File: src/design/ttuv_pkg.sv
// shared types and constants for the triangle tangent block
package ttuv_pkg;

	localparam int QUOT_W = 32;
	localparam int OUT_W = 32;
	localparam int FRAC_BASE = 28;

	localparam logic [OUT_W-1:0] POS_LIMIT = 32'h7FFF_FFFF;
	localparam logic [OUT_W-1:0] NEG_LIMIT = 32'h8000_0000;
	localparam logic [OUT_W-1:0] ONE_Q16 = 32'h0001_0000;

	localparam logic [1:0] FIRST_CORNER = 2'd0;
	localparam logic [1:0] LAST_CORNER = 2'd2;
	localparam logic [1:0] LAST_COMP = 2'd2;

	typedef enum logic [3:0] {
		ST_IDLE,
		ST_DET_A,
		ST_DET_B,
		ST_DET_C,
		ST_NUM_A,
		ST_NUM_B,
		ST_NUM_C,
		ST_DIV,
		ST_DONE
	} state_t;

	typedef enum logic [1:0] {
		MUL_DU1_DV2,
		MUL_DU2_DV1,
		MUL_DV2_E1,
		MUL_DV1_E2
	} mul_sel_t;

	typedef struct packed {
		mul_sel_t mul_sel;
		logic acc_load;
		logic det_load;
		logic div_start;
		logic out_load;
	} seq_ctl_t;

	typedef struct packed {
		logic start;
		logic neg;
	} div_req_t;

	typedef struct packed {
		logic done;
		logic [OUT_W-1:0] quot;
	} div_rsp_t;

endpackage

File: src/design/triangle_tangent_from_uv_top.sv
// triangle tangent from uv: corner capture, sequencer and shared datapath
//
//  channel | valid     | stall     | payload
//  --------+-----------+-----------+---------------------------------------------
//  in      | in_valid  | in_stall  | pos_x pos_y pos_z tex_u tex_v (one corner)
//  out     | out_valid | out_stall | tangent_x tangent_y tangent_z degenerate
//
// corners one and two of a triangle are taken while the sequencer is idle, with no stall
// the third corner holds the block: the determinant states DET_A, DET_B, DET_C, then
//   per component the multiply/subtract states NUM_A to NUM_C and the radix-2 divider
//   (32 quotient bits, one per cycle, plus start and finish); a zero determinant goes
//   straight from DET_C to DONE, and DONE waits until the output register is free
// reset clears the corner count, the sequencer and the output valid
// a stalled result sits in the output register while the next triangle's corners come in
module triangle_tangent_from_uv_top #(
	parameter int POSITION_WIDTH = 32,
	parameter int TEXCOORD_WIDTH = 16
) (
	input logic clk,
	input logic arst_n,

	input logic in_valid,
	output logic in_stall,
	input logic signed [POSITION_WIDTH-1:0] pos_x,
	input logic signed [POSITION_WIDTH-1:0] pos_y,
	input logic signed [POSITION_WIDTH-1:0] pos_z,
	input logic signed [TEXCOORD_WIDTH-1:0] tex_u,
	input logic signed [TEXCOORD_WIDTH-1:0] tex_v,

	output logic out_valid,
	input logic out_stall,
	output logic signed [ttuv_pkg::OUT_W-1:0] tangent_x,
	output logic signed [ttuv_pkg::OUT_W-1:0] tangent_y,
	output logic signed [ttuv_pkg::OUT_W-1:0] tangent_z,
	output logic degenerate
);

	// edge and uv delta widths
	localparam int EW = POSITION_WIDTH + 1;
	localparam int DVW = TEXCOORD_WIDTH + 1;
	// multiplier operand b covers both an edge and a uv delta
	localparam int BW = (EW > DVW) ? EW : DVW;
	localparam int PW = DVW + BW;
	localparam int AW = PW + 1;
	// numerator and determinant widths
	localparam int NW = EW + DVW + 1;
	localparam int DW = 2 * DVW + 1;
	// fraction alignment: positive moves the numerator up, negative the divisor
	localparam int FRAC_SHIFT = ttuv_pkg::FRAC_BASE + TEXCOORD_WIDTH - POSITION_WIDTH;
	localparam int NS = (FRAC_SHIFT > 0) ? FRAC_SHIFT : 0;
	localparam int DS = (FRAC_SHIFT < 0) ? -FRAC_SHIFT : 0;
	localparam int NMW = NW + NS;
	localparam int DMW = DW + DS;
	localparam int OW = ttuv_pkg::OUT_W;

	ttuv_pkg::state_t state_q;
	ttuv_pkg::state_t state_d;
	ttuv_pkg::seq_ctl_t ctl;

	logic in_acc_w;
	logic third_w;
	logic out_free_w;

	// held corners
	logic [1:0] corner_q;
	logic signed [POSITION_WIDTH-1:0] p0_q [3];
	logic signed [POSITION_WIDTH-1:0] p1_q [3];
	logic signed [TEXCOORD_WIDTH-1:0] u0_q;
	logic signed [TEXCOORD_WIDTH-1:0] v0_q;
	logic signed [TEXCOORD_WIDTH-1:0] u1_q;
	logic signed [TEXCOORD_WIDTH-1:0] v1_q;
	logic signed [POSITION_WIDTH-1:0] pos_in_w [3];

	// triangle deltas, formed as the third corner comes in
	logic signed [EW-1:0] e1_q [3];
	logic signed [EW-1:0] e2_q [3];
	logic signed [DVW-1:0] du1_q;
	logic signed [DVW-1:0] dv1_q;
	logic signed [DVW-1:0] du2_q;
	logic signed [DVW-1:0] dv2_q;

	// shared multiplier and accumulate path
	logic signed [DVW-1:0] mul_a_w;
	logic signed [BW-1:0] mul_b_w;
	logic signed [PW-1:0] prod_w;
	logic signed [AW-1:0] acc_q;
	logic signed [AW-1:0] diff_w;
	logic signed [DW-1:0] det_w;
	logic signed [DW-1:0] det_q;
	logic det_zero_w;
	logic [NW-1:0] num_w;
	logic [NW-1:0] num_mag_w;
	logic [DW-1:0] det_mag_w;
	logic [NMW-1:0] num_sh_w;
	logic [DMW-1:0] den_sh_w;

	ttuv_pkg::div_req_t div_req;
	ttuv_pkg::div_rsp_t div_rsp;

	// per-component results
	logic [1:0] comp_q;
	logic [OW-1:0] tan_q [3];
	logic degen_q;

	logic out_valid_q;
	logic [OW-1:0] tx_q;
	logic [OW-1:0] ty_q;
	logic [OW-1:0] tz_q;
	logic degenerate_q;

	assign in_stall = (state_q != ttuv_pkg::ST_IDLE);
	assign in_acc_w = in_valid && !in_stall;
	assign third_w = (corner_q == ttuv_pkg::LAST_CORNER);
	assign out_free_w = !out_valid_q || !out_stall;

	assign pos_in_w[0] = pos_x;
	assign pos_in_w[1] = pos_y;
	assign pos_in_w[2] = pos_z;

	// sequencer next state
	always_comb begin
		state_d = state_q;
		unique case (state_q)
			ttuv_pkg::ST_IDLE: begin
				if (in_acc_w && third_w) begin
					state_d = ttuv_pkg::ST_DET_A;
				end
			end
			ttuv_pkg::ST_DET_A: state_d = ttuv_pkg::ST_DET_B;
			ttuv_pkg::ST_DET_B: state_d = ttuv_pkg::ST_DET_C;
			ttuv_pkg::ST_DET_C: begin
				state_d = det_zero_w ? ttuv_pkg::ST_DONE : ttuv_pkg::ST_NUM_A;
			end
			ttuv_pkg::ST_NUM_A: state_d = ttuv_pkg::ST_NUM_B;
			ttuv_pkg::ST_NUM_B: state_d = ttuv_pkg::ST_NUM_C;
			ttuv_pkg::ST_NUM_C: state_d = ttuv_pkg::ST_DIV;
			ttuv_pkg::ST_DIV: begin
				if (div_rsp.done) begin
					state_d = (comp_q == ttuv_pkg::LAST_COMP) ?
						ttuv_pkg::ST_DONE : ttuv_pkg::ST_NUM_A;
				end
			end
			ttuv_pkg::ST_DONE: begin
				if (out_free_w) begin
					state_d = ttuv_pkg::ST_IDLE;
				end
			end
			default: state_d = ttuv_pkg::ST_IDLE;
		endcase
	end

	// sequencer outputs
	always_comb begin
		ctl = '0;
		ctl.mul_sel = ttuv_pkg::MUL_DU1_DV2;
		unique case (state_q)
			ttuv_pkg::ST_DET_A: ctl.mul_sel = ttuv_pkg::MUL_DU1_DV2;
			ttuv_pkg::ST_DET_B: begin
				ctl.mul_sel = ttuv_pkg::MUL_DU2_DV1;
				ctl.acc_load = 1'b1;
			end
			ttuv_pkg::ST_DET_C: ctl.det_load = 1'b1;
			ttuv_pkg::ST_NUM_A: ctl.mul_sel = ttuv_pkg::MUL_DV2_E1;
			ttuv_pkg::ST_NUM_B: begin
				ctl.mul_sel = ttuv_pkg::MUL_DV1_E2;
				ctl.acc_load = 1'b1;
			end
			ttuv_pkg::ST_NUM_C: ctl.div_start = 1'b1;
			ttuv_pkg::ST_DONE: ctl.out_load = out_free_w;
			default: ctl = '0;
		endcase
	end

	always_ff @(posedge clk or negedge arst_n) begin
		if (!arst_n) begin
			state_q <= ttuv_pkg::ST_IDLE;
			corner_q <= ttuv_pkg::FIRST_CORNER;
			comp_q <= '0;
			out_valid_q <= 1'b0;
		end else begin
			state_q <= state_d;
			if (in_acc_w) begin
				corner_q <= third_w ? ttuv_pkg::FIRST_CORNER : corner_q + 1'b1;
			end
			if (ctl.det_load) begin
				comp_q <= '0;
			end else if (state_q == ttuv_pkg::ST_DIV && div_rsp.done) begin
				comp_q <= comp_q + 1'b1;
			end
			if (ctl.out_load) begin
				out_valid_q <= 1'b1;
			end else if (!out_stall) begin
				out_valid_q <= 1'b0;
			end
		end
	end

	// corner capture and deltas
	always_ff @(posedge clk) begin
		if (in_acc_w) begin
			if (corner_q == ttuv_pkg::FIRST_CORNER) begin
				for (int k = 0; k < 3; k++) begin
					p0_q[k] <= pos_in_w[k];
				end
				u0_q <= tex_u;
				v0_q <= tex_v;
			end else if (!third_w) begin
				for (int k = 0; k < 3; k++) begin
					p1_q[k] <= pos_in_w[k];
				end
				u1_q <= tex_u;
				v1_q <= tex_v;
			end else begin
				for (int k = 0; k < 3; k++) begin
					e1_q[k] <= EW'(p1_q[k]) - EW'(p0_q[k]);
					e2_q[k] <= EW'(pos_in_w[k]) - EW'(p0_q[k]);
				end
				du1_q <= DVW'(u1_q) - DVW'(u0_q);
				dv1_q <= DVW'(v1_q) - DVW'(v0_q);
				du2_q <= DVW'(tex_u) - DVW'(u0_q);
				dv2_q <= DVW'(tex_v) - DVW'(v0_q);
			end
		end
	end

	// operand select for the shared multiplier
	always_comb begin
		unique case (ctl.mul_sel)
			ttuv_pkg::MUL_DU1_DV2: begin
				mul_a_w = du1_q;
				mul_b_w = BW'(dv2_q);
			end
			ttuv_pkg::MUL_DU2_DV1: begin
				mul_a_w = dv1_q;
				mul_b_w = BW'(du2_q);
			end
			ttuv_pkg::MUL_DV2_E1: begin
				mul_a_w = dv2_q;
				mul_b_w = BW'(e1_q[comp_q]);
			end
			ttuv_pkg::MUL_DV1_E2: begin
				mul_a_w = dv1_q;
				mul_b_w = BW'(e2_q[comp_q]);
			end
			default: begin
				mul_a_w = du1_q;
				mul_b_w = BW'(dv2_q);
			end
		endcase
	end

	ttuv_mul #(
		.A_W(DVW),
		.B_W(BW)
	) u_mul (
		.clk(clk),
		.a(mul_a_w),
		.b(mul_b_w),
		.prod(prod_w)
	);

	// first product parks in the accumulator, the second is subtracted from it
	assign diff_w = acc_q - AW'(prod_w);
	assign det_w = $signed(diff_w[DW-1:0]);
	assign det_zero_w = (det_w == '0);
	assign num_w = diff_w[NW-1:0];
	assign num_mag_w = num_w[NW-1] ? (NW'(0) - num_w) : num_w;
	assign det_mag_w = det_q[DW-1] ? (DW'(0) - DW'(det_q)) : DW'(det_q);
	assign num_sh_w = NMW'(num_mag_w) << NS;
	assign den_sh_w = DMW'(det_mag_w) << DS;

	assign div_req.start = ctl.div_start;
	assign div_req.neg = num_w[NW-1] ^ det_q[DW-1];

	ttuv_div #(
		.NUM_W(NMW),
		.DEN_W(DMW)
	) u_div (
		.clk(clk),
		.arst_n(arst_n),
		.req(div_req),
		.num(num_sh_w),
		.den(den_sh_w),
		.rsp(div_rsp)
	);

	always_ff @(posedge clk) begin
		if (ctl.acc_load) begin
			acc_q <= AW'(prod_w);
		end
		if (ctl.det_load) begin
			det_q <= det_w;
			degen_q <= det_zero_w;
			// zero determinant: fixed tangent along z
			if (det_zero_w) begin
				tan_q[0] <= '0;
				tan_q[1] <= '0;
				tan_q[2] <= ttuv_pkg::ONE_Q16;
			end
		end
		if (state_q == ttuv_pkg::ST_DIV && div_rsp.done) begin
			tan_q[comp_q] <= div_rsp.quot;
		end
		if (ctl.out_load) begin
			tx_q <= tan_q[0];
			ty_q <= tan_q[1];
			tz_q <= tan_q[2];
			degenerate_q <= degen_q;
		end
	end

	assign out_valid = out_valid_q;
	assign tangent_x = $signed(tx_q);
	assign tangent_y = $signed(ty_q);
	assign tangent_z = $signed(tz_q);
	assign degenerate = degenerate_q;

	a_third_starts: assert property (@(posedge clk) disable iff (!arst_n)
		in_acc_w && third_w |=> state_q == ttuv_pkg::ST_DET_A)
		else $error("third corner did not start the sequence");

	a_corner_range: assert property (@(posedge clk) disable iff (!arst_n)
		in_acc_w |-> corner_q <= ttuv_pkg::LAST_CORNER)
		else $error("corner count out of range");

	a_done_in_div: assert property (@(posedge clk) disable iff (!arst_n)
		div_rsp.done |-> state_q == ttuv_pkg::ST_DIV)
		else $error("divider result outside the divide phase");

	a_degen_value: assert property (@(posedge clk) disable iff (!arst_n)
		out_valid && degenerate |-> tangent_x == '0 && tangent_y == '0 &&
			tangent_z == ttuv_pkg::ONE_Q16)
		else $error("degenerate beat with wrong tangent");

endmodule

File: src/design/ttuv_mul.sv
// shared signed multiplier with registered product
module ttuv_mul #(
	parameter int A_W = 17,
	parameter int B_W = 33
) (
	input logic clk,
	input logic signed [A_W-1:0] a,
	input logic signed [B_W-1:0] b,
	output logic signed [A_W+B_W-1:0] prod
);

	logic signed [A_W+B_W-1:0] prod_q;

	always_ff @(posedge clk) begin
		prod_q <= (A_W+B_W)'(a) * (A_W+B_W)'(b);
	end

	assign prod = prod_q;

endmodule

File: src/design/ttuv_div.sv
// radix-2 restoring divider, one quotient bit per cycle, saturated signed result
module ttuv_div #(
	parameter int NUM_W = 63,
	parameter int DEN_W = 35
) (
	input logic clk,
	input logic arst_n,
	input ttuv_pkg::div_req_t req,
	input logic [NUM_W-1:0] num,
	input logic [DEN_W-1:0] den,
	output ttuv_pkg::div_rsp_t rsp
);

	localparam int QW = ttuv_pkg::QUOT_W;
	localparam int HI_W = NUM_W - QW;
	localparam int REM_W = ((HI_W > DEN_W) ? HI_W : DEN_W) + 1;
	localparam int CNT_W = $clog2(QW);

	logic busy_q;
	logic fin_q;
	logic done_q;
	logic [CNT_W-1:0] cnt_q;
	logic [REM_W-1:0] rem_q;
	logic [QW-1:0] quo_q;
	logic [DEN_W-1:0] den_q;
	logic big_q;
	logic neg_q;
	logic [ttuv_pkg::OUT_W-1:0] res_q;

	logic [REM_W-1:0] hi_w;
	logic [REM_W-1:0] rem_sh_w;
	logic [REM_W:0] diff_w;
	logic take_w;
	logic [QW-1:0] mag_w;
	logic [ttuv_pkg::OUT_W-1:0] sat_w;

	assign hi_w = REM_W'(num[NUM_W-1:QW]);
	assign rem_sh_w = {rem_q[REM_W-2:0], quo_q[QW-1]};
	assign diff_w = {1'b0, rem_sh_w} - {1'b0, REM_W'(den_q)};
	assign take_w = ~diff_w[REM_W];

	// clamp to the signed 32-bit range
	always_comb begin
		if (neg_q) begin
			mag_w = (big_q || quo_q > ttuv_pkg::NEG_LIMIT) ? ttuv_pkg::NEG_LIMIT : quo_q;
			sat_w = '0 - mag_w;
		end else begin
			mag_w = (big_q || quo_q > ttuv_pkg::POS_LIMIT) ? ttuv_pkg::POS_LIMIT : quo_q;
			sat_w = mag_w;
		end
	end

	always_ff @(posedge clk or negedge arst_n) begin
		if (!arst_n) begin
			busy_q <= 1'b0;
			fin_q <= 1'b0;
			done_q <= 1'b0;
			cnt_q <= '0;
		end else begin
			done_q <= fin_q;
			fin_q <= 1'b0;
			if (req.start) begin
				busy_q <= 1'b1;
				cnt_q <= CNT_W'(QW - 1);
			end else if (busy_q) begin
				if (cnt_q == '0) begin
					busy_q <= 1'b0;
					fin_q <= 1'b1;
				end else begin
					cnt_q <= cnt_q - 1'b1;
				end
			end
		end
	end

	always_ff @(posedge clk) begin
		if (req.start) begin
			// quotient overflows 32 bits when the upper numerator part reaches the divisor
			rem_q <= hi_w;
			quo_q <= num[QW-1:0];
			den_q <= den;
			big_q <= hi_w >= REM_W'(den);
			neg_q <= req.neg;
		end else if (busy_q) begin
			rem_q <= take_w ? diff_w[REM_W-1:0] : rem_sh_w;
			quo_q <= {quo_q[QW-2:0], take_w};
		end
		if (fin_q) begin
			res_q <= sat_w;
		end
	end

	assign rsp.done = done_q;
	assign rsp.quot = res_q;

	a_no_start_busy: assert property (@(posedge clk) disable iff (!arst_n)
		req.start |-> !busy_q && !fin_q)
		else $error("divider started while busy");

	a_done_after_fin: assert property (@(posedge clk) disable iff (!arst_n)
		fin_q |=> done_q && !busy_q)
		else $error("divider done pulse missing");

endmodule
File: config.mk
export PLATFORM = sky130hd
export DESIGN_NAME = triangle_tangent_from_uv_top
export DESIGN_NICKNAME = d
export VERILOG_FILES = /design/src/design/ttuv_pkg.sv /design/src/design/triangle_tangent_from_uv_top.sv /design/src/design/ttuv_mul.sv /design/src/design/ttuv_div.sv
export SDC_FILE = /design/constraint.sdc
export NUM_CORES = 2
export LEC_CHECK = 0
export ABC_AREA = 1
export BUFFER_PORTS_ARGS = -buffer_cell sky130_fd_sc_hd__buf_2
export CAP_MARGIN = 20
export CORE_MARGIN = 2
export CORE_UTILIZATION = 35
export CTS_CLUSTER_SIZE = 10
export DETAILED_ROUTE_END_ITERATION = 10
export GPL_TIMING_DRIVEN = 0
export PLACE_DENSITY = 0.5
export SLEW_MARGIN = 20
export SYNTH_ARGS = -nofsm -noshare
export SYNTH_HDL_FRONTEND = slang
export SYNTH_SLANG_ARGS = --single-unit
export TNS_END_PERCENT = 30
File: constraint.sdc
create_clock -name clk -period 13.1 [get_ports clk]
set_input_delay 2.62 -clock clk [delete_from_list [all_inputs] [get_ports clk]]
set_output_delay 2.62 -clock clk [all_outputs]
set_load 0.005 [all_outputs]
==> impl_metrics.py <==
metrics = {
    "timing": {
        "clock_skew_ns": 0.130,
        "setup_viol": 0,
        "min_period_over_period": 0.761,
        "min_period_ns": 9.97,
        "max_slew.worst_pin.slew_ns": 1.16,
        "max_freq_ghz": 0.100,
        "setup_tns_ns": 0,
        "timing.hold.ws_ns": 0.352,
        "finalHoldViolations": 0,
        "rsz0062_at_grt": "false",
        "slew_headroom": 0.224,
        "slew_viol_final": 0,
    },
    "setup_path": {
        "critPathKind": "flop to flop",
        "crit_end": "u_mul.prod[42]",
        "cp_slowest_cell": "nor2_1",
        "crit_path_max_incr_delay_ns": 0.88,
        "worstPathMaxFanout": 10,
        "worstPathRequired_ns": 13.68,
        "cp-end-kind": "flop",
        "worstPathArrival_ns": 10.55,
        "rrSetupSlack_ns": 3.13,
        "cp-start-kind": "flop",
        "worstReg2RegEnd": "u_mul.prod[42]",
        "reg2regPathDepth": 31,
        "crit_path_frequent_cell": "inv_1",
        "crit_start": "state_q[3]",
        "rr_startpoint": "state_q[3]",
    },
    "flow_run": {
        "cap_violations": 0,
    },
    "placement": {
        "gp_congestion": 0.963,
        "placedInstanceArea_sq_um": 82800,
        "port_buffers": 230,
        "hpwl_um": 210000,
    },
    "routing": {
        "met1_length_um": 113000,
        "met3_length_um": 12500,
        "route.vias.total": 59900,
        "first_pass_iters": 6,
        "route.detailed.drc": 0,
        "routed_wirelength_um": 251000,
        "wl_per_cell_um": 20.9,
        "top_layer_used": "met5",
        "first_iter_violations": 4537,
        "vias_per_cell": 4.99,
        "ant_nets": 0,
        "wl_met2_um": 116000,
    },
    "yosys": {
        "synth_nets": 9838,
        "ys_ff_latch": 1004,
        "synth_edf_count": 921,
        "syn_inst": 8661,
        "async_flop_share": 0.0169,
        "synth.avg_cell_area_sq_um": 8.91,
        "yosys_warnings": 0,
        "yosysSeqAreaShare": 0.381,
        "yosys_most_used_dff": "edfxtp_1",
        "netlist_area_sq_um": 77200,
        "ys_types": 65,
    },
    "floorplanning": {
        "start_util": 0.352,
        "die_h_um": 474,
        "dieArea_sq_um": 224000,
        "io_pins": 231,
        "die_w_um": 474,
        "rows": 172,
        "coreArea_sq_um": 220000,
    },
    "layout": {
        "finish.utilization": 0.394,
        "final_nets": 10200,
        "final_common_cell": "inv_1",
        "drive_gt1_frac": 0.0635,
        "syn2layout_area_growth_pct": 11.9,
        "final_cell_mix": "1,653 x inv_1, 1,627 x nand2_1, 921 x edfxtp_1",
        "fin_area_sq_um": 86400,
    },
    "clocking": {
        "cts_hold_buf": 0,
        "clk_latency_ns": 0.82,
        "cts_resized": 0,
        "cts_tree": "done",
        "clock_sinks": 1004,
        "clk_path_buf_depth": 3,
        "cts_root_buffer": "clkbuf_16",
        "cts-htree-levels": 3,
        "cts_buffers": 119,
        "clkTransAtPathRegs_ns": 0.06,
        "cts_setup_buffers": 0,
    },
    "status": {
        "status": "completed",
    },
    "grt": {
        "globalRouteOverflowTotal": 0,
        "grt_pass1_vias": 60900,
        "grtUsageTotal": 0.223,
        "grt_pass1_wl_um": 378000,
        "grt_max_degree": 52,
        "antenna_found_initial": 6,
    },
    "min_path": {
        "worstHoldPathType": "flop to flop",
    },
}
## sequential cells by signal, indices dropped and copies added, names as in the netlist, 50 cells and up
name        cells
u_mul.prod     50
e2_q           99
p0_q           96
p1_q           96
acc_q          50
e1_q           99
tan_q          96
## area by class of cell
class | instances | area (sq um)
inverters | 1679 | 6300
diodes | 2 | 5.00
plain buffers | 172 | 702
clock buffers | 173 | 3210
multi-input cells | 5806 | 40900
clock inverters | 27 | 335
flip-flops and latches | 1004 | 29400
fillers | 22100 | 133000
repair buffers | 279 | 1990
well taps | 2871 | 3590
## per-layer routing
metal  vias to the layer above  global-route usage
met1                     29100               0.304
met3                       346              0.0240
met5                         -                   0
met2                      1622               0.367
li1                      28900                   -
met4                         2              0.0741
## synthesized netlist by cell type (96+ instances only)
cell,number,area [sq um]
a21oi_1,457,2290
ha_1,497,6220
a31oi_1,96,601
xnor2_1,146,1280
xor2_1,228,2000
inv_1,1653,6200
nand2_1,1630,6120
o21ai_0,355,1780
nor2_1,912,3420
clkbuf_1,121,454
edfxtp_1,921,27700
fa_1,548,11000
nand3_1,305,1530
## worst min-delay path by stage
stage,startpoint,to,depth (start not counted)
floorplan,degen_q,degenerate,0
global placement,tan_q[1][12],tangent_y[12],0
detailed placement,tan_q[0][15],tangent_x[15],0
CTS,u_mul.prod[1],acc_q[1],0
global route,u_mul.prod[1],acc_q[1],0
finish,u_mul.prod[1],acc_q[1],0
## worst max-delay path: cells and delay by family, from the launching register on
family | cells | cell delay, ns
AOI/OAI and AO/OA | 5 | 1.16
xor gates and xnor gates | 1 | 0.40
adders and majority gates | 7 | 3.67
buffers and inverters | 9 | 1.48
DFF | 1 | 0.39
and+or+nand+nor | 9 | 2.58
## logic make-up after synthesis
| logic type | Yosys count | share of synthesized area |
|---|---|---|
| and+or+nand+nor | 3126 | 0.167 |
| DFF | 1004 | 0.381 |
| AOI/OAI and AO/OA | 1259 | 0.0955 |
| adders and majority gates | 1045 | 0.223 |
| xor gates and xnor gates | 376 | 0.0429 |
| buffers and inverters | 1851 | 0.0907 |
## stage by stage
stage	std cells	worst slack, ns
after CTS	12000	3.03
final	12000	3.13
after global routing	12000	2.32
after floorplan	8661	0.678
after global placement	11800	-7.00
after detailed placement	11800	3.14
Power is left out: the tool's default activity adds up to more than one toggle a clock period on the data nets, which glitch-free logic cannot reach.
